==> config.mk <==
export PLATFORM = sky130hd
export DESIGN_NAME = packed_cel_row_rle_decoder
export DESIGN_NICKNAME = d
export VERILOG_FILES = /design/src/sv/pcrd_pkg.sv /design/src/sv/pcrd_fifo.sv /design/src/sv/pcrd_front.sv /design/src/sv/pcrd_back.sv /design/src/sv/packed_cel_row_rle_decoder.sv
export SDC_FILE = /design/constraint.sdc
export NUM_CORES = 1
export LEC_CHECK = 0
export BUFFER_PORTS_ARGS = -buffer_cell sky130_fd_sc_hd__buf_4
export CAP_MARGIN = 20
export CELL_PAD_IN_SITES_DETAIL_PLACEMENT = 1
export CELL_PAD_IN_SITES_GLOBAL_PLACEMENT = 1
export CORE_ASPECT_RATIO = 1.5
export CORE_MARGIN = 2
export CORE_UTILIZATION = 30
export DETAILED_ROUTE_END_ITERATION = 10
export GPL_TIMING_DRIVEN = 0
export PLACE_DENSITY = 0.5
export SYNTH_ARGS = -nofsm -noshare
export SYNTH_HDL_FRONTEND = slang
export SYNTH_HIERARCHICAL = 1
export SYNTH_SLANG_ARGS = --single-unit
==> constraint.sdc <==
create_clock -name clock -period 10.4 [get_ports clock]
set_clock_uncertainty 0.2 [all_clocks]
set_input_delay 2.08 -clock clock [delete_from_list [all_inputs] [get_ports clock]]
set_output_delay 2.08 -clock clock [all_outputs]
set_load 0.05 [all_outputs]
==> src/sv/pcrd_pkg.sv <==
// ============================================================================
// pcrd_pkg
// Shared types, constants and helper functions of the packed cel row
// run-length decoder.
// ============================================================================
package pcrd_pkg;

   // Format limits.
   localparam int MAX_ROW_PIXELS = 2048;
   localparam int MAX_ROWS       = 2048;
   localparam int MAX_RESULTS    = 32;
   localparam int QUEUE_DEPTH    = 2;
   localparam int OUT_DEPTH      = 2;

   // Register indexes of the configuration port.
   localparam logic [1:0] CSR_PIXEL_BITS = 2'd0;
   localparam logic [1:0] CSR_ROW_WIDTH  = 2'd1;
   localparam logic [1:0] CSR_ROW_COUNT  = 2'd2;

   // Register reset values.
   localparam logic [4:0]  PIXEL_BITS_RESET = 5'd8;
   localparam logic [11:0] ROW_WIDTH_RESET  = 12'd320;
   localparam logic [11:0] ROW_COUNT_RESET  = 12'd240;

   // Packet type codes.
   localparam logic [1:0] TY_EOL     = 2'd0;
   localparam logic [1:0] TY_LITERAL = 2'd1;
   localparam logic [1:0] TY_TRANSP  = 2'd2;
   localparam logic [1:0] TY_REPEAT  = 2'd3;

   // Effective configuration seen by the decoder.
   typedef struct packed {
      logic [4:0]  pixel_bits;
      logic [11:0] width;
      logic [11:0] count;
   } cfg_type;

   // One input word tagged with its place in the image.
   typedef struct packed {
      logic [19:0] word_index;
      logic        image_start;
      logic [31:0] data_word;
   } word_type;

   // One decoded run.
   typedef struct packed {
      logic        last_of_word;
      logic        row_end;
      logic [10:0] row_number;
      logic        is_transparent;
      logic [6:0]  run_length;
      logic [15:0] pixel_value;
   } res_type;

   // Unsupported depths decode as 8 bits per pixel.
   function automatic logic [4:0] eff_pixel_bits(input logic [4:0] bits);
      logic [4:0] r;
      unique case (bits)
         5'd1, 5'd2, 5'd4, 5'd6, 5'd8, 5'd16: r = bits;
         default: r = 5'd8;
      endcase
      return r;
   endfunction

   // Width is clamped to one pixel at least and to MAX_ROW_PIXELS.
   function automatic logic [11:0] eff_row_width(input logic [11:0] w);
      logic [11:0] r;
      r = (w == 12'd0) ? 12'd1 : w;
      if (r > 12'(MAX_ROW_PIXELS)) begin
         r = 12'(MAX_ROW_PIXELS);
      end
      return r;
   endfunction

   function automatic logic [11:0] eff_row_count(input logic [11:0] c);
      return (c > 12'(MAX_ROWS)) ? 12'(MAX_ROWS) : c;
   endfunction

endpackage

==> src/sv/pcrd_fifo.sv <==
// ============================================================================
// pcrd_fifo
// Small register queue with valid/ready on both sides.
// ============================================================================
module pcrd_fifo #(
   parameter int WIDTH = 8,
   parameter int DEPTH = 2
) (
   input  logic             clock,
   input  logic             reset,
   input  logic             in_valid,
   output logic             in_ready,
   input  logic [WIDTH-1:0] in_data,
   output logic             out_valid,
   input  logic             out_ready,
   output logic [WIDTH-1:0] out_data
);
   localparam int AW = (DEPTH > 1) ? $clog2(DEPTH) : 1;
   localparam int CW = $clog2(DEPTH + 1);

   logic [WIDTH-1:0] mem_ff [DEPTH];
   logic [AW-1:0]    wr_ptr_ff, wr_ptr_in;
   logic [AW-1:0]    rd_ptr_ff, rd_ptr_in;
   logic [CW-1:0]    count_ff, count_in;
   logic             push, pop;

   assign in_ready  = (count_ff != CW'(DEPTH));
   assign out_valid = (count_ff != '0);
   assign out_data  = mem_ff[rd_ptr_ff];
   assign push      = in_valid & in_ready;
   assign pop       = out_valid & out_ready;

   // Pointer and fill level update.
   always_comb begin
      wr_ptr_in = wr_ptr_ff;
      rd_ptr_in = rd_ptr_ff;
      count_in  = count_ff;
      if (push) begin
         wr_ptr_in = (wr_ptr_ff == AW'(DEPTH - 1)) ? '0 : wr_ptr_ff + 1'b1;
      end
      if (pop) begin
         rd_ptr_in = (rd_ptr_ff == AW'(DEPTH - 1)) ? '0 : rd_ptr_ff + 1'b1;
      end
      if (push && !pop) begin
         count_in = count_ff + 1'b1;
      end else if (pop && !push) begin
         count_in = count_ff - 1'b1;
      end
   end

   always_ff @(posedge clock) begin
      if (reset) begin
         wr_ptr_ff <= '0;
         rd_ptr_ff <= '0;
         count_ff  <= '0;
      end else begin
         wr_ptr_ff <= wr_ptr_in;
         rd_ptr_ff <= rd_ptr_in;
         count_ff  <= count_in;
      end
   end

   // Entry storage needs no reset.
   always_ff @(posedge clock) begin
      if (push) begin
         mem_ff[wr_ptr_ff] <= in_data;
      end
   end

endmodule

==> src/sv/pcrd_front.sv <==
// ============================================================================
// pcrd_front
// Input side: accepts words and tags each with its word index in the image.
// ============================================================================
module pcrd_front (
   input  logic               clock,
   input  logic               reset,
   input  logic               req_tvalid,
   output logic               req_tready,
   input  logic [31:0]        req_tdata,
   input  logic               req_tuser,
   output logic               push_valid,
   input  logic               push_ready,
   output pcrd_pkg::word_type push_data
);
   import pcrd_pkg::*;

   logic [19:0] word_index_ff, word_index_in;
   logic [19:0] idx;
   logic        accept;

   assign req_tready = push_ready;
   assign push_valid = req_tvalid;
   assign accept     = req_tvalid & push_ready;

   // An image start restarts the word count at zero.
   assign idx = req_tuser ? 20'd0 : word_index_ff;

   always_comb begin
      push_data.data_word   = req_tdata;
      push_data.image_start = req_tuser;
      push_data.word_index  = idx;
      word_index_in         = accept ? idx + 20'd1 : word_index_ff;
   end

   always_ff @(posedge clock) begin
      if (reset) begin
         word_index_ff <= '0;
      end else begin
         word_index_ff <= word_index_in;
      end
   end

endmodule

==> src/sv/pcrd_back.sv <==
// ============================================================================
// pcrd_back
// Decode engine: walks the bit stream one word at a time, one packet or one
// pixel code per cycle unless stalled, and hands runs to the output queue.
// ============================================================================
module pcrd_back (
   input  logic               clock,
   input  logic               reset,
   input  pcrd_pkg::cfg_type  cfg,
   input  logic               in_valid,
   output logic               in_ready,
   input  pcrd_pkg::word_type in_data,
   output logic               out_valid,
   input  logic               out_ready,
   output pcrd_pkg::res_type  out_data
);
   import pcrd_pkg::*;

   typedef enum logic [2:0] {
      B_IDLE, B_CHECK, B_HEAD, B_PARSE, B_FLUSH
   } state_type;

   typedef enum logic [2:0] {
      PH_HEADER, PH_PACKET, PH_REPEAT, PH_LITERAL, PH_SKIP, PH_DONE
   } phase_type;

   state_type   state_ff, state_in;
   phase_type   phase_ff, phase_in;
   logic [31:0] word_ff, word_in;
   logic [19:0] idx_ff, idx_in;
   logic [47:0] buf_ff, buf_in;
   logic [5:0]  held_ff, held_in;
   logic [6:0]  lit_ff, lit_in;
   logic [11:0] pix_ff, pix_in;
   logic [10:0] row_ff, row_in;
   logic [19:0] nrw_ff, nrw_in;
   logic [5:0]  cnt_ff, cnt_in;
   logic        pend_v_ff, pend_v_in;
   res_type     pend_ff, pend_in;

   logic [47:0] align;
   logic [15:0] top16;
   logic [15:0] code;
   logic [1:0]  ptype;
   logic [6:0]  pcount;
   logic        bpp_ok;
   logic [5:0]  held_less_bpp;
   logic        row_last;
   logic        hdr8;
   logic [6:0]  held_sum;

   logic        run_go;
   logic [15:0] run_val;
   logic [6:0]  run_req;
   logic        run_tr;
   logic [11:0] left;
   logic [6:0]  run_len;
   logic [11:0] pix_sum;
   logic        fill;

   logic        emit_go;
   res_type     emit_res;
   logic        end_row;
   logic        end_to_header;
   logic        room;
   logic        stall;

   // Keep only the n lowest bits of the bit buffer.
   function automatic logic [47:0] keep_low(input logic [47:0] v, input logic [5:0] n);
      return v & ~({48{1'b1}} << n);
   endfunction

   // Left-justify the held bits so the next fields sit at the top.
   assign align         = buf_ff << (6'd48 - held_ff);
   assign top16         = align[47:32];
   assign code          = top16 >> (5'd16 - cfg.pixel_bits);
   assign ptype         = align[47:46];
   assign pcount        = {1'b0, align[45:40]} + 7'd1;
   assign bpp_ok        = (held_ff >= {1'b0, cfg.pixel_bits});
   assign held_less_bpp = held_ff - {1'b0, cfg.pixel_bits};
   assign hdr8          = (cfg.pixel_bits <= 5'd6);
   assign held_sum      = {1'b0, held_ff} + 7'd32;

   // The image is finished after the last configured row or row 2047.
   assign row_last = (({1'b0, row_ff} + 12'd1) >= cfg.count) || (row_ff == 11'h7FF);

   // Clip a run to the pixels left in the row.
   assign left    = (cfg.width > pix_ff) ? cfg.width - pix_ff : 12'd0;
   assign run_len = ({5'b0, run_req} > left) ? left[6:0] : run_req;
   assign pix_sum = pix_ff + {5'b0, run_len};
   assign fill    = (pix_sum >= cfg.width);

   // Results past the per-word limit are dropped.
   assign room      = (cnt_ff < 6'(MAX_RESULTS));
   assign stall     = emit_go && room && pend_v_ff && !out_ready;
   assign out_valid = (emit_go && room && pend_v_ff) || (state_ff == B_FLUSH && pend_v_ff);
   assign in_ready  = (state_ff == B_IDLE);

   always_comb begin
      out_data              = pend_ff;
      out_data.last_of_word = (state_ff == B_FLUSH);
   end

   // Next-state logic of the decode sequencer.
   always_comb begin
      state_in      = state_ff;
      phase_in      = phase_ff;
      word_in       = word_ff;
      idx_in        = idx_ff;
      buf_in        = buf_ff;
      held_in       = held_ff;
      lit_in        = lit_ff;
      pix_in        = pix_ff;
      row_in        = row_ff;
      nrw_in        = nrw_ff;
      cnt_in        = cnt_ff;
      pend_v_in     = pend_v_ff;
      pend_in       = pend_ff;
      run_go        = 1'b0;
      run_val       = '0;
      run_req       = '0;
      run_tr        = 1'b0;
      emit_go       = 1'b0;
      emit_res      = '0;
      end_row       = 1'b0;
      end_to_header = 1'b0;

      unique case (state_ff)
         B_IDLE: begin
            if (in_valid) begin
               word_in  = in_data.data_word;
               idx_in   = in_data.word_index;
               cnt_in   = '0;
               state_in = B_CHECK;
               if (in_data.image_start) begin
                  buf_in   = '0;
                  held_in  = '0;
                  phase_in = PH_HEADER;
                  lit_in   = '0;
                  pix_in   = '0;
                  row_in   = '0;
                  nrw_in   = '0;
               end
            end
         end

         // A word at the next row start ends any row still in progress.
         B_CHECK: begin
            state_in = B_HEAD;
            if (phase_ff != PH_DONE && phase_ff != PH_HEADER && idx_ff == nrw_ff) begin
               if (phase_ff == PH_SKIP) begin
                  phase_in = PH_HEADER;
               end else begin
                  emit_go             = 1'b1;
                  emit_res.row_number = row_ff;
                  emit_res.row_end    = 1'b1;
                  end_row             = 1'b1;
                  end_to_header       = 1'b1;
               end
            end
         end

         // Row header or append to the bit buffer.
         B_HEAD: begin
            if (phase_ff == PH_HEADER) begin
               if ({1'b0, row_ff} >= cfg.count) begin
                  phase_in = PH_DONE;
                  state_in = B_FLUSH;
               end else begin
                  if (hdr8) begin
                     buf_in  = {24'b0, word_ff[23:0]};
                     held_in = 6'd24;
                     nrw_in  = idx_ff + {12'b0, word_ff[31:24]} + 20'd2;
                  end else begin
                     buf_in  = {32'b0, word_ff[15:0]};
                     held_in = 6'd16;
                     nrw_in  = idx_ff + {4'b0, word_ff[31:16]} + 20'd2;
                  end
                  pix_in   = '0;
                  lit_in   = '0;
                  phase_in = PH_PACKET;
                  state_in = B_PARSE;
               end
            end else if (phase_ff == PH_PACKET || phase_ff == PH_REPEAT ||
                         phase_ff == PH_LITERAL) begin
               buf_in   = {buf_ff[15:0], word_ff};
               held_in  = (held_sum > 7'd48) ? 6'd48 : held_sum[5:0];
               state_in = B_PARSE;
            end else begin
               state_in = B_FLUSH;
            end
         end

         // One packet header or one pixel code per cycle, unless stalled.
         B_PARSE: begin
            unique case (phase_ff)
               PH_PACKET: begin
                  if (held_ff < 6'd2) begin
                     state_in = B_FLUSH;
                  end else if (ptype == TY_EOL) begin
                     emit_go             = 1'b1;
                     emit_res.row_number = row_ff;
                     emit_res.row_end    = 1'b1;
                     end_row             = 1'b1;
                     state_in            = B_FLUSH;
                  end else if (held_ff < 6'd8) begin
                     state_in = B_FLUSH;
                  end else begin
                     held_in = held_ff - 6'd8;
                     buf_in  = keep_low(buf_ff, held_ff - 6'd8);
                     unique case (ptype)
                        TY_LITERAL: begin
                           lit_in   = pcount;
                           phase_in = PH_LITERAL;
                        end
                        TY_TRANSP: begin
                           run_go  = 1'b1;
                           run_req = pcount;
                           run_tr  = 1'b1;
                        end
                        TY_REPEAT: begin
                           lit_in   = pcount;
                           phase_in = PH_REPEAT;
                        end
                        default: begin
                           state_in = B_FLUSH;
                        end
                     endcase
                  end
               end
               PH_REPEAT: begin
                  if (!bpp_ok) begin
                     state_in = B_FLUSH;
                  end else begin
                     held_in  = held_less_bpp;
                     buf_in   = keep_low(buf_ff, held_less_bpp);
                     lit_in   = '0;
                     phase_in = PH_PACKET;
                     run_go   = 1'b1;
                     run_val  = code;
                     run_req  = lit_ff;
                  end
               end
               PH_LITERAL: begin
                  if (!bpp_ok) begin
                     state_in = B_FLUSH;
                  end else begin
                     held_in  = held_less_bpp;
                     buf_in   = keep_low(buf_ff, held_less_bpp);
                     lit_in   = (lit_ff != 7'd0) ? lit_ff - 7'd1 : 7'd0;
                     phase_in = (lit_ff > 7'd1) ? PH_LITERAL : PH_PACKET;
                     run_go   = 1'b1;
                     run_val  = code;
                     run_req  = 7'd1;
                  end
               end
               default: begin
                  state_in = B_FLUSH;
               end
            endcase
         end

         // Hand over the held result marked as the word's last.
         B_FLUSH: begin
            if (!pend_v_ff) begin
               state_in = B_IDLE;
            end else if (out_ready) begin
               pend_v_in = 1'b0;
               state_in  = B_IDLE;
            end
         end

         default: begin
            state_in = B_IDLE;
         end
      endcase

      // A run advances the row and may fill it.
      if (run_go) begin
         pix_in                  = pix_sum;
         emit_go                 = 1'b1;
         emit_res.pixel_value    = run_val;
         emit_res.run_length     = run_len;
         emit_res.is_transparent = run_tr;
         emit_res.row_number     = row_ff;
         emit_res.row_end        = fill;
         end_row                 = fill;
      end

      // Row end clears the bit stream and moves to the next row or ends the image.
      if (end_row) begin
         pix_in  = '0;
         lit_in  = '0;
         buf_in  = '0;
         held_in = '0;
         if (row_last) begin
            phase_in = PH_DONE;
         end else begin
            row_in   = row_ff + 11'd1;
            phase_in = end_to_header ? PH_HEADER : PH_SKIP;
         end
      end

      // The newest result waits so the last one of a word can be marked.
      if (emit_go && room) begin
         pend_in   = emit_res;
         pend_v_in = 1'b1;
         cnt_in    = cnt_ff + 6'd1;
      end
   end

   always_ff @(posedge clock) begin
      if (reset) begin
         state_ff  <= B_IDLE;
         phase_ff  <= PH_HEADER;
         buf_ff    <= '0;
         held_ff   <= '0;
         lit_ff    <= '0;
         pix_ff    <= '0;
         row_ff    <= '0;
         nrw_ff    <= '0;
         cnt_ff    <= '0;
         pend_v_ff <= 1'b0;
      end else if (!stall) begin
         state_ff  <= state_in;
         phase_ff  <= phase_in;
         buf_ff    <= buf_in;
         held_ff   <= held_in;
         lit_ff    <= lit_in;
         pix_ff    <= pix_in;
         row_ff    <= row_in;
         nrw_ff    <= nrw_in;
         cnt_ff    <= cnt_in;
         pend_v_ff <= pend_v_in;
      end
   end

   // Payload registers.
   always_ff @(posedge clock) begin
      if (!stall) begin
         word_ff <= word_in;
         idx_ff  <= idx_in;
         pend_ff <= pend_in;
      end
   end

endmodule

==> src/sv/packed_cel_row_rle_decoder.sv <==
// ============================================================================
// packed_cel_row_rle_decoder
// Turns packed cel image rows into runs of pixel code, length and
// transparency.
// ============================================================================
// Usage:
//   The req channel carries one 32-bit word of packed data per transaction,
//   most significant bit first; req_tuser high marks the first word of an
//   image. The rsp channel carries one run per transaction; rsp_tlast marks
//   the last run of a row.
//   Configuration is written through csr_wr_en, csr_index and csr_wdata while
//   the block is idle; a write takes effect at the next clock edge.
// Decode steps:
//   A word sits in a two-entry input queue; the decode engine then takes it,
//   checks the row boundary, loads the header or the bit buffer, parses one
//   packet header or pixel code per step, reaches a step that finds too few
//   bits or a closed row (not reached after an end-of-line packet), and closes
//   the word. A skipped or ignored word goes from the header step straight
//   to closing the word.
// Reset and stall:
//   Reset clears the decoder to the start of an image and restores the
//   register defaults. A stalled rsp side fills the two-entry output queue,
//   then holds the decode engine; the input queue keeps taking words until
//   it is full.
// ============================================================================
module packed_cel_row_rle_decoder (
   input  logic        clock,
   input  logic        reset,
   // Input words.
   input  logic        req_tvalid,
   output logic        req_tready,
   input  logic [31:0] req_tdata,   // [31:0] data_word
   input  logic        req_tuser,   // [0] image_start
   // Output runs.
   output logic        rsp_tvalid,
   input  logic        rsp_tready,
   output logic [39:0] rsp_tdata,   // [15:0] pixel_value, [22:16] run_length,
                                    // [33:23] row_number, [39:34] zero
   output logic        rsp_tlast,   // row_end
   output logic [1:0]  rsp_tuser,   // [0] is_transparent, [1] last_of_word
   // Configuration writes.
   input  logic        csr_wr_en,
   input  logic [1:0]  csr_index,
   input  logic [11:0] csr_wdata
);
   import pcrd_pkg::*;

   logic [4:0]  pixel_bits_ff;
   logic [11:0] row_width_ff;
   logic [11:0] row_count_ff;
   cfg_type     cfg;

   logic        q_in_valid, q_in_ready;
   word_type    q_in_data;
   logic        q_out_valid, q_out_ready;
   word_type    q_out_data;
   logic        r_in_valid, r_in_ready;
   res_type     r_in_data;
   res_type     r_out_data;

   // Configuration registers.
   always_ff @(posedge clock) begin
      if (reset) begin
         pixel_bits_ff <= PIXEL_BITS_RESET;
         row_width_ff  <= ROW_WIDTH_RESET;
         row_count_ff  <= ROW_COUNT_RESET;
      end else if (csr_wr_en) begin
         unique case (csr_index)
            CSR_PIXEL_BITS: pixel_bits_ff <= csr_wdata[4:0];
            CSR_ROW_WIDTH:  row_width_ff  <= csr_wdata;
            CSR_ROW_COUNT:  row_count_ff  <= csr_wdata;
            default: ;
         endcase
      end
   end

   // Effective settings after clamping.
   always_comb begin
      cfg.pixel_bits = eff_pixel_bits(pixel_bits_ff);
      cfg.width      = eff_row_width(row_width_ff);
      cfg.count      = eff_row_count(row_count_ff);
   end

   pcrd_front u_front (
      .clock      (clock),
      .reset      (reset),
      .req_tvalid (req_tvalid),
      .req_tready (req_tready),
      .req_tdata  (req_tdata),
      .req_tuser  (req_tuser),
      .push_valid (q_in_valid),
      .push_ready (q_in_ready),
      .push_data  (q_in_data)
   );

   pcrd_fifo #(
      .WIDTH ($bits(word_type)),
      .DEPTH (QUEUE_DEPTH)
   ) u_word_queue (
      .clock     (clock),
      .reset     (reset),
      .in_valid  (q_in_valid),
      .in_ready  (q_in_ready),
      .in_data   (q_in_data),
      .out_valid (q_out_valid),
      .out_ready (q_out_ready),
      .out_data  (q_out_data)
   );

   pcrd_back u_back (
      .clock     (clock),
      .reset     (reset),
      .cfg       (cfg),
      .in_valid  (q_out_valid),
      .in_ready  (q_out_ready),
      .in_data   (q_out_data),
      .out_valid (r_in_valid),
      .out_ready (r_in_ready),
      .out_data  (r_in_data)
   );

   pcrd_fifo #(
      .WIDTH ($bits(res_type)),
      .DEPTH (OUT_DEPTH)
   ) u_out_queue (
      .clock     (clock),
      .reset     (reset),
      .in_valid  (r_in_valid),
      .in_ready  (r_in_ready),
      .in_data   (r_in_data),
      .out_valid (rsp_tvalid),
      .out_ready (rsp_tready),
      .out_data  (r_out_data)
   );

   // Result packing.
   assign rsp_tdata = {6'b0, r_out_data.row_number, r_out_data.run_length,
                       r_out_data.pixel_value};
   assign rsp_tlast = r_out_data.row_end;
   assign rsp_tuser = {r_out_data.last_of_word, r_out_data.is_transparent};

endmodule
Word level (Yosys, flattened, before mapping):

Memory sizes are Yosys's and may differ from the RTL's. A register that Yosys moved wholly into a read port is not among the register bits.
Index checks and enable logic that the tools add are counted.
Widths: inputs -> output; s select.

* bits in registers: 262
* bits in writable memories: 180
* output and inout port bits: 45
* word-level logic and storage cells: 346
* memories kept: 2

* $add $sub $neg: 25
* $lt $le $gt $ge: 14
* eq/ne operators: 53
* shift operators: 4
* muxes and demuxes: 156
* bitwise logic cells: 9
* reduce and logical (&&, ||, !) cells: 56

Memories
* u_word_queue.mem_ff: depth 2, width 53, rd ports 1, clocked after Yosys merged registers in 1, write ports 1, line pcrd_fifo.sv:21 `logic [WIDTH-1:0] mem_ff [DEPTH];`
* u_out_queue.mem_ff: depth 2, width 37, rd ports 1, clocked after Yosys merged registers in 1, write ports 1, line pcrd_fifo.sv:21

Operators by type and width (count)
* $mux 48: 10
* $mux 12: 15
* $pmux 48 s3: 1
* $mux 7: 19
* $mux 20: 6
* $and 48x48->48: 2
* $not 48->48: 2
* $pmux 48 s2: 1
* $shl 48x6->48 const A: 2
* $mux 6: 14
* $mux 3: 25
* $pmux 7 s3: 3
* $mux 11: 5
* $mux 16: 3
* $pmux 12 s2: 2
* $shl 48x6->48: 1
* $add 20x2->20 const B: 2
* $pmux 20 s2: 1
* $mux 36: 1
* $mux 1: 33
* $ge 12x12->1: 2
* $gt 12x12->1 const B: 2
* $mux 24: 1
* $ne 4x2->1 const B: 6
* 85 further kinds: 158

Longest topological paths before layout:

Gate-level depths: netlist of run 1.

* depth after elaboration: 18
* depth in mapped cells: 49
* depth with buffers taken out: 44

Hierarchy:

The synthesis of run 1 kept the hierarchy.

By module, submodules not included
* pcrd_back: times used 1, cells each 2014, area each 18004.8 sq um
* pcrd_fifo at u_word_queue: times used 1, cells each 189, area each 4040.1 sq um
* pcrd_fifo at u_out_queue: times used 1, cells each 139, area each 2889.0 sq um
* pcrd_front: times used 1, cells each 185, area each 1455.1 sq um
* packed_cel_row_rle_decoder: times used 1, cells each 172, area each 1338.8 sq um

Worst setup path after synthesis of run 1:

No wires, ideal clock.

* path type: register to register
* from: reg u_back.held_ff[0]
* to: reg u_back.buf_ff[9]
* setup time: 0.091 ns
* arrival time: 9.078 ns
* data required time: 10.109 ns
* slack: 1.031 ns
* cell stages (with the launch flop): 46
* buffers on the path: 9
* cell sequence: dfxtp_1 > buf_4 > inv_2 > buf_1 > ha_1 > inv_1 > ha_1 > buf_4 > buf_4 > buf_2 > buf_2 > clkbuf_1 > nand2_1 > o21ai_0 > mux2i_1 > o22ai_1 > nand2_1 > or3b_2 > (+10 left out) > fa_1 > nor2b_1 > o21ai_0 > a21boi_0 > o21ai_0 > a21boi_0 > o2111ai_1 > xnor2_1 > ha_1 > a21o_1 > a21oi_1 > o21ai_1 > or4_4 > buf_6 > a21oi_4 > buf_6 > o2111ai_1 > a311oi_1

* cells in the longest elaborated chain, start to end: 16

Ends and longest elaborated chain
* start, declared: line pcrd_back.sv:32 `logic [5:0] held_ff, held_in;`
* start signal, assigned: line pcrd_back.sv:328 `held_ff <= held_in;`
* $sub 6x6->6: line pcrd_back.sv:74 `assign align = buf_ff << (6'd48 - held_ff);`
* $shl 48x6->48: line pcrd_back.sv:74
* $add 6x1->7 / $eq 2x2->1 (equally long branches): line pcrd_back.sv:78, pcrd_back.sv:211
* $mux 7: line pcrd_back.sv:211 `unique case (ptype)`
* $mux 7: line pcrd_back.sv:206 `end else if (held_ff < 6'd8) begin`
* $mux 7: line pcrd_back.sv:200 `end else if (ptype == TY_EOL) begin`
* $mux 7: line pcrd_back.sv:198 `if (held_ff < 6'd2) begin`
* $pmux 7 s3 *: line pcrd_back.sv:196 `unique case (phase_ff)`
* $mux 7 *: line pcrd_back.sv:128 `unique case (state_ff)`
* $gt 7x12->1: line pcrd_back.sv:89 `assign run_len = ({5'b0, run_req} > left) ? left[6:0] : run_req;`
* $mux 7 *: line pcrd_back.sv:89
* named net u_back.run_len[0]: line pcrd_back.sv:57 `logic [6:0] run_len;`
* $add 12x7->12 *: line pcrd_back.sv:90 `assign pix_sum = pix_ff + {5'b0, run_len};`
* $ge 12x12->1 *: line pcrd_back.sv:91 `assign fill = (pix_sum >= cfg.width);`
* $mux 1 *: line pcrd_back.sv:279 `if (run_go) begin`
* $ne 4x3->1 (no line), or another cell as far along
* $reduce_and 11->1 (no line)
* end signal, assigned: line pcrd_back.sv:327 `buf_ff <= buf_in;`
* end, declared: line pcrd_back.sv:31 `logic [47:0] buf_ff, buf_in;`

The timed path passes the listed nets; every way through them passes the cells marked *. The select of a mux whose other input is x is not followed.
A chain may end at the register's enable or synchronous reset.

Final worst setup path of run 1:

* from: reg u_back.held_ff[0]
* to: reg u_back.buf_ff[5]

The elaborated chain is that of the path after synthesis.

==> results of run 1 <==
[power breakdown]
group	internal (W)	leakage, nW	total, W	switching (W)
combinational	0.000951	6.87	0.00258	0.00162
sequential	0.00213	3.71	0.00237	0.000246
clock	0.00104	0.788	0.00180	0.000763
[layer usage]
layer / up-vias / global-route usage, % / part of all wire [%]
met2: 457 / 40.8 / 54
met4: 0 / 10.8 / 5.4
li1: 10469 / - / -
met5: - / 0 / 0
met3: 218 / 2.52 / 3.2
met1: 11311 / 22.6 / 38
[registers in the layout (all words and copies together), names as in the netlist, 7 cells and up, named ones only]
name / flops
row_count_ff: 12
u_back/idx_ff: 20
u_back/buf_ff: 48
u_back/nrw_ff: 20
u_front/word_index_ff: 20
u_back/word_ff: 32
u_back/row_ff: 11
u_word_queue/mem_ff: 106
u_out_queue/mem_ff: 74
u_back/lit_ff: 7
u_back/pix_ff: 12
u_back/out_data: 36
row_width_ff: 12
[through the flow]
step / total power, W / instances / util (%) / cell area, sq um / setup slack [ns]
after global routing: 0.00713 / 4064 / 35.2 / 32200 / -0.0373
after global placement: 0.00486 / 3935 / 32.4 / 29600 / -2.36
after detailed placement: 0.00493 / 3945 / 32.6 / 29900 / -2.60
after CTS: 0.00682 / 4049 / 34.9 / 31900 / 0.00183
final: 0.00675 / 4064 / 35.2 / 32200 / 0.392
after floorplan: 0.00401 / 2704 / - / 27700 / 1.03
[Yosys cell counts (51+ instances only)]
cell type,count
inv_1,95
mux4_2,64
xnor2_1,54
clkbuf_1,95
nand2_1,234
a21oi_1,187
nand3_1,69
nor3_1,58
o21ai_0,93
nor2_1,144
mux2_2,114
buf_4,57
nor2b_1,68
ha_1,133
dfxtp_1,176
edfxtp_1,268
o211ai_1,51
mux2i_1,79
[cell usage in the layout (no fill, tap or decap), drive strengths merged, types with 27 or more instances in the layout]
master and instances:
a21oi 190, and2 27, and3 28, buf 190
clkbuf 165, dfxtp 176, edfxtp 268, ha 133
inv 102, mux2 115, mux2i 79, mux4 64
nand2 236, nand3 69, nand4 44, nor2 144
nor2b 68, nor3 60, o211ai 51, o21a 32
o21ai 97, xnor2 55, xor2 32
[critical path: cells and delay by family, from the launching register on]
family,cells,cell delay (ns)
compound gates,18,4.06
xor+xnor,1,0.14
fa+ha+maj,5,1.52
buf+inv,9,1.57
flops,1,0.34
mux,4,1.36
simple gates,4,0.70
[cells by family after synthesis]
logic type	count (synthesis)	share of synthesized area, %
adders and majority gates	138	6.36
muxes	258	12.7
and+or+nand+nor	831	15.5
buffers and inverters	297	5.14
AOI/OAI and AO/OA	643	15.7
other	1	0.0135
xor gates and xnor gates	87	2.78
DFF	444	41.7
[area by class of cell]
cell class | count | area share, %
repair buffers | 96 | 2.67
inverters | 101 | 1.22
multi-input cells | 1963 | 46.9
well taps | 1173 | 4.55
clock inverters | 27 | 0.935
flip-flops and latches | 444 | 35.9
plain buffers | 196 | 3.64
clock buffers | 64 | 4.17
[worst max path at each step]
| stage | from | end | slack [ns] | cells past startpoint |
|---|---|---|---|---|
| after floorplan | u_back/held_ff[0] | u_back/buf_ff[9] | 1.03 | 45 |
| after global placement | u_back/held_ff[0] | u_back/buf_ff[46] | -2.36 | 45 |
| after detailed placement | u_back/held_ff[0] | u_back/buf_ff[45] | -2.60 | 45 |
| after CTS | u_back/held_ff[1] | u_back/buf_ff[2] | 0.002 | 46 |
| after global routing | u_back/held_ff[0] | u_back/buf_ff[2] | -0.04 | 47 |
| final | u_back/held_ff[0] | u_back/buf_ff[5] | 0.39 | 41 |
[what timing repair did]
item / in CTS / in global routing
cloned: 1 / 0
hold buffers: 0 / 0
pin swaps: 5 / 13
endpoints found under the setup margin: 88 / 78
gates resized for setup: 69 / 46
buffers inserted: 12 / 10
==> impl_metrics.json, run 1 <==
{
  "grt_usage_pct": 21.2,
  "antenna_left": 0,
  "worst_hold_slack_ns": 0.244,
  "synth_flop_cell": "edfxtp_1",
  "die-area_sq_mm": 0.0949,
  "ir_drop_v": 0.000140,
  "synth_largest_area_cell": "edfxtp_1",
  "finalNetCount": 3041,
  "vias": 22455,
  "die_w_um": 252,
  "regArea_sq_mm": 0.0116,
  "setup_viol": 0,
  "drt_wl_total_um": 102000,
  "ctsRootBufferMaster": "clkbuf_16",
  "hp-class": "flip-flop to flip-flop",
  "yosysTopAreaCellShare_pct": 29.0,
  "period_needed_ns": 10.01,
  "cts_sinks": 444,
  "multi_input_area_sq_mm": 0.0151,
  "core_area_sq_mm": 0.0915,
  "crit_fanout": 12,
  "grt_max_degree": 41,
  "h-tree-depth": 2,
  "crit_slowest_cell": "mux4_2",
  "diodes": 0,
  "drt_iter0_drc": 1021,
  "drive_above_1_share_pct": 19.9,
  "drt-vias-per-instance": 5.53,
  "clk_pin_slew_ns": 0.06,
  "die_h_um": 376,
  "grt_antenna_before_repair": 0,
  "grt_pass1_vias": 24361,
  "holdPathEnd": "u_out_queue/mem_ff[1][0]",
  "path_class": "flip-flop to flip-flop",
  "place.gp.congestion": 0.938,
  "ff2ff_setup_slack_ns": 0.39,
  "fp-row-count": 136,
  "r2r-start": "u_back/held_ff[0]",
  "fin_crit_sh_pct": 96.2,
  "drt_first_pass_iters": 5,
  "ys.warnings.count": 6,
  "ys_top_cells_by_area": "edfxtp_1 29%, dfxtp_1 13%, ha_1 6.0%, mux4_2 5.2%, mux2_2 4.6%",
  "hold_viol": 0,
  "cts_tree": "yes",
  "whs_path_depth": 0,
  "worstPathRequired_ns": 10.73,
  "status": "finished clean",
  "ios": 97,
  "syn2layout_area_growth_pct": 16.3,
  "async_flop_share_pct": 0,
  "worst_skew_pair.late_latency_ns": 0.64,
  "grt_pass1_wl_um": 153000,
  "tightest_slew_ns": 1.19,
  "start_util_pct": 30.3,
  "p_leak_nw": 11.4,
  "drv_cap": 0,
  "io_buffers": 58,
  "synth-seq-area-share_pct": 41.7,
  "synth.distinct_cells": 100,
  "slew_headroom_pct": 20.7,
  "max_freq_mhz": 99.9,
  "crit_arrival_ns": 10.34,
  "drv_slew": 0,
  "wl_per_cell_um": 25.1,
  "avgSynthCellArea_sq_um": 10.3,
  "cp-start-kind": "flip-flop",
  "power_density_mw_per_mm2": 209,
  "ys_ff_latch": 444,
  "cp-end-kind": "flip-flop",
  "synth_cells": 2699,
  "syn_area_sq_mm": 0.0277,
  "ctsLongestPathBuffers": 3,
  "max_stage_delay_ns": 0.47,
  "tns_ns": 0,
  "synth-edff-count": 268,
  "timing.rr.end": "u_back/buf_ff[5]",
  "ff2ff_path_depth": 41,
  "gr-total-overflow": 0,
  "hpwl_um": 81000,
  "cts_buffers": 49,
  "hp-start": "u_back/out_data[0]",
  "drc_errors": 0,
  "crit_top_cell": "o21a_1",
  "fillers": 10171
}
No activity file was read; power rests on OpenSTA's default activity.
==> inputs of run 2 (changes only) <==
--- a/config.mk
+++ b/config.mk
@@ -11,10 +11,10 @@
 export CELL_PAD_IN_SITES_GLOBAL_PLACEMENT = 1
 export CORE_ASPECT_RATIO = 1.5
 export CORE_MARGIN = 2
-export CORE_UTILIZATION = 30
+export CORE_UTILIZATION = 51
 export DETAILED_ROUTE_END_ITERATION = 10
 export GPL_TIMING_DRIVEN = 0
-export PLACE_DENSITY = 0.5
+export PLACE_DENSITY = 0.79
 export SYNTH_ARGS = -nofsm -noshare
 export SYNTH_HDL_FRONTEND = slang
 export SYNTH_HIERARCHICAL = 1
==> impl_metrics.json, run 2 (synthesized netlist as in run 1, its figures left out) <==
{
  "power_density_mw_per_mm2": 210,
  "place.gp.congestion": 0.993,
  "fp-row-count": 104,
  "largest_register_ffs": 106,
  "status": "finished with violations",
  "grt_pass1_vias": 25226,
  "worst_skew_pair.late_latency_ns": 0.59,
  "slew_headroom_pct": 20.8,
  "p_leak_nw": 11.2,
  "cts_sinks": 444,
  "top_regs": "u_word_queue/mem_ff: 106 flops, u_out_queue/mem_ff: 74 flops, u_back/buf_ff: 48 flops",
  "hold_buffers": 0,
  "drv_slew": 0,
  "cp-start-kind": "flip-flop",
  "final_cell_mix": "268 x edfxtp_1, 233 x nand2_1, 183 x a21oi_1",
  "path_class": "flip-flop to flip-flop",
  "fillers": 5829,
  "io_buffers": 58,
  "grt_antenna_before_repair": 1,
  "die_w_um": 194,
  "drt_wl_total_um": 97800,
  "h-tree-depth": 2,
  "ctsLongestPathBuffers": 3,
  "period_needed_ns": 10.27,
  "grt_usage_pct": 34.3,
  "ios": 97,
  "cts_buffers": 44,
  "top_register": "u_word_queue/mem_ff",
  "crit_slowest_cell": "mux4_2",
  "violations": "design-rule violations",
  "tightest_slew_ns": 1.18,
  "hold_viol": 0,
  "max_freq_mhz": 97.4,
  "die_h_um": 290,
  "mostFrequentLayoutCell": "edfxtp_1",
  "worst_hold_slack_ns": 0.253,
  "fin_cells": 3566,
  "ir_drop_v": 0.000188,
  "hpwl_um": 75200,
  "start_util_pct": 51.6,
  "core_area_sq_mm": 0.0537,
  "gr-total-overflow": 0,
  "drv_cap": 0,
  "crit_arrival_ns": 10.56,
  "clk_pin_slew_ns": 0.07,
  "hp-class": "flip-flop to flip-flop",
  "cp-end-kind": "flip-flop",
  "vias": 23357,
  "drc_errors": 16,
  "grt_max_degree": 35,
  "dp_cells": 3461,
  "crit_top_cell": "o21a_1",
  "syn2layout_area_growth_pct": 12.9,
  "cts_tree": "yes",
  "setup_viol": 0,
  "antenna_left": 0,
  "regArea_sq_mm": 0.0116,
  "multi_input_area_sq_mm": 0.0151,
  "drive_above_1_share_pct": 19.3,
  "grt_pass1_wl_um": 149000,
  "fin_crit_sh_pct": 98.7,
  "drt-vias-per-instance": 6.55,
  "crit_fanout": 12,
  "finalNetCount": 3032,
  "ctsRootBufferMaster": "clkbuf_16",
  "die-area_sq_mm": 0.0563,
  "drt_iter0_drc": 1512,
  "max_stage_delay_ns": 0.59,
  "drt_first_pass_iters": 9,
  "wl_per_cell_um": 27.4,
  "worstPathRequired_ns": 10.70
}
-- run 2: per-stage QoR --
| stage | worst slack, ns | total power [W] | setup TNS, ns | area (sq um) | utilization (%) |
|---|---|---|---|---|---|
| floorplan | 1.03 | 0.00401 | 0 | 27700 | - |
| global placement | -1.72 | 0.00471 | -107.05 | 29000 | 54.0 |
| detailed placement | -2.13 | 0.00484 | -145.35 | 29200 | 54.4 |
| CTS | 0.0316 | 0.00651 | 0 | 30900 | 57.5 |
| global route | -0.172 | 0.00686 | -5.88 | 31300 | 58.2 |
| finish | 0.135 | 0.00657 | 0 | 31300 | 58.2 |
-- run 2: final cells by class --
cell class	instances	share of cell area [%]
multi-input cells	1963	48.3
flip-flops and latches	444	37.0
clock buffers	58	3.72
plain buffers	196	3.72
well taps	689	2.75
repair buffers	92	2.53
inverters	101	1.23
clock inverters	22	0.811
diodes	1	0.00799
-- run 2: worst paths after layout --
path	start	endpoint	slack [ns]	depth (start not counted)
max	u_back/held_ff[0]	u_back/buf_ff[19]	0.13	41
min	u_back/out_data[33]	u_out_queue/mem_ff[1][33]	0.25	0
max reg2reg	u_back/held_ff[0]	u_back/buf_ff[19]	0.13	41
min reg2reg	u_back/out_data[33]	u_out_queue/mem_ff[1][33]	0.25	0
-- run 2: worst max-delay path: cells and delay by family (launching register included) --
family | cells | cell delay (ns)
compound gates | 20 | 4.08
xor+xnor | 1 | 0.20
fa+ha+maj | 5 | 1.53
buf+inv | 9 | 1.59
flops | 1 | 0.37
mux | 3 | 1.33
simple gates | 3 | 0.82
-- run 2: per-layer routing --
layer	vias to the layer above	part of all wire, %	GRT usage (%)
met5	-	0	0
met4	0	7.5	23.1
met1	11757	36	35.7
li1	10432	-	-
met2	830	52	64.8
met3	338	4.4	4.33
-- run 2: where the power goes --
part	switching, W	total, W	internal, W
registers	0.000250	0.00238	0.00213
clock network	0.000704	0.00160	0.000897
logic	0.00163	0.00259	0.000963
total	0.00258	0.00657	0.00399
-- run 2: timing repair --
item	CTS	global route
setup buffers	7	15
cloned	0	1
endpoints found under the setup margin	88	88
hold endpoints to repair	0	0
resized for setup	58	51
pin swaps	7	19
==> inputs of run 3 (changes only) <==
--- a/config.mk
+++ b/config.mk
@@ -14,7 +14,7 @@
 export CORE_UTILIZATION = 51
 export DETAILED_ROUTE_END_ITERATION = 10
 export GPL_TIMING_DRIVEN = 0
-export PLACE_DENSITY = 0.79
+export PLACE_DENSITY = 0.84
 export SYNTH_ARGS = -nofsm -noshare
 export SYNTH_HDL_FRONTEND = slang
 export SYNTH_HIERARCHICAL = 1
==> constraint.sdc (replaced) <==
create_clock -name clock -period 10.1 [get_ports clock]
set_clock_uncertainty 0.2 [all_clocks]
set_input_delay 2.02 -clock clock [delete_from_list [all_inputs] [get_ports clock]]
set_output_delay 2.02 -clock clock [all_outputs]
set_load 0.05 [all_outputs]
==> impl_metrics.json, run 3 (synthesized netlist as in run 1, its figures left out) <==
{
  "hold_buffers": 0,
  "crit_slowest_cell": "or3b_2",
  "slew_headroom_pct": 18.8,
  "syn2layout_area_growth_pct": 13.4,
  "path_class": "flip-flop to flip-flop",
  "drt-vias-per-instance": 6.51,
  "cts_buffers": 45,
  "ios": 97,
  "crit_top_cell": "buf_12",
  "drive_above_1_share_pct": 19.7,
  "grt_usage_pct": 33.4,
  "fin_crit_sh_pct": 97.0,
  "final_cell_mix": "268 x edfxtp_1, 233 x nand2_1, 183 x a21oi_1",
  "top_register": "u_word_queue/mem_ff",
  "cp-start-kind": "flip-flop",
  "pre_cts_slack_ns": -2.40,
  "ctsRootBufferMaster": "clkbuf_16",
  "crit_fanout": 12,
  "ir_drop_v": 0.000161,
  "finalNetCount": 3031,
  "fp-row-count": 104,
  "dpl_cell_area_sq_mm": 0.0292,
  "top_regs": "u_word_queue/mem_ff: 106 flops, u_out_queue/mem_ff: 74 flops, u_back/buf_ff: 48 flops",
  "drt_first_pass_iters": 8,
  "ctsLongestPathBuffers": 3,
  "grt_max_degree": 43,
  "clk_pin_slew_ns": 0.07,
  "cp-end-kind": "flip-flop",
  "cts_sinks": 444,
  "vias": 23203,
  "status": "finished with violations",
  "max_stage_delay_ns": 0.53,
  "grt_pass1_wl_um": 145000,
  "hpwl_um": 73100,
  "tns_ns": 0,
  "die_h_um": 290,
  "max_freq_mhz": 102,
  "worst_skew_pair.late_latency_ns": 0.61,
  "die-area_sq_mm": 0.0563,
  "gr-total-overflow": 0,
  "drv_cap": 0,
  "mostFrequentLayoutCell": "edfxtp_1",
  "cts_tree": "yes",
  "power_density_mw_per_mm2": 216,
  "io_buffers": 58,
  "die_w_um": 194,
  "diodes": 0,
  "core_area_sq_mm": 0.0537,
  "stdcell_area_sq_mm": 0.0315,
  "grt_pass1_vias": 24950,
  "start_util_pct": 51.6,
  "grt_antenna_before_repair": 0,
  "place.gp.congestion": 1.03,
  "h-tree-depth": 2,
  "antenna_left": 0,
  "fin_ws_ns": 0.306,
  "drt_wl_total_um": 95500,
  "largest_register_ffs": 106,
  "period_needed_ns": 9.79,
  "utilization_pct": 58.5,
  "crit_arrival_ns": 10.11,
  "setup_viol": 0,
  "drv_slew": 0,
  "hp-class": "flip-flop to flip-flop",
  "drt_iter0_drc": 1552,
  "hold_viol": 0,
  "violations": "design-rule violations",
  "worstPathRequired_ns": 10.41,
  "p_leak_nw": 11.3,
  "wl_per_cell_um": 26.8,
  "drc_errors": 11,
  "tightest_slew_ns": 1.21
}
[run 3: changes by cell type in the layout (fill, tap and decap cells not counted), sizes merged]
cell | before | now
buf | 188 | 189
bufinv | 4 | 3
clkbuf | 158 | 154
clkinv | 12 | 11
clkinvlp | 3 | 8
diode | 1 | 0
inv | 104 | 105
[run 3: worst paths after layout]
path	startpoint	endpoint	slack (ns)	cells after the start
min	u_back/out_data[6]	u_out_queue/mem_ff[1][6]	0.24	0
max	u_back/held_ff[0]	u_back/lit_ff[5]	0.31	45
min reg2reg	u_back/out_data[6]	u_out_queue/mem_ff[1][6]	0.24	0
max reg2reg	u_back/held_ff[0]	u_back/lit_ff[5]	0.31	45
[run 3: what timing repair did]
action	in CTS	in global routing
pin swaps	7	22
setup endpoints to repair	88	88
gates cloned	0	1
buffers inserted	8	15
resized for setup	65	55
[run 3: layout make-up]
class / instances / area (sq um)
repair buffers: 90 / 781
clock inverters: 26 / 270
clock buffers: 57 / 1220
flip-flops and latches: 444 / 11600
fillers: 5757 / 22300
well taps: 689 / 862
inverters: 101 / 390
multi-input cells: 1963 / 15200
plain buffers: 196 / 1180
[run 3: power by group]
group	total, W	internal (W)	switching (W)	leakage, nW
Clock	0.00171	0.000949	0.000758	0.709
Sequential	0.00244	0.00219	0.000253	3.71
Combinational	0.00265	0.000993	0.00166	6.86
Total	0.00680	0.00413	0.00267	11.3
[run 3: metal layers]
metal,track usage (%),share of wire [%]
met1,34.7,36
met2,62.5,53
met3,4.48,4.7
met4,23.4,7.3
met5,0,0
[run 3: through the flow]
step | std cells | hold WS (ns) | total power (W)
after floorplan | 2704 | 0.221 | 0.00412
after global placement | 3451 | 0.223 | 0.00483
after detailed placement | 3459 | 0.241 | 0.00495
after CTS | 3550 | 0.248 | 0.00674
after global routing | 3566 | 0.252 | 0.00711
final | 3566 | 0.245 | 0.00680
[run 3: critical path, delay by kind of cell (launching register included)]
kind            cells  cell delay, ns
xor+xnor            1            0.25
simple gates        7            1.75
buf+inv            13            1.79
mux                 3            1.00
compound gates     16            2.90
fa+ha+maj           5            1.44
flops               1            0.34
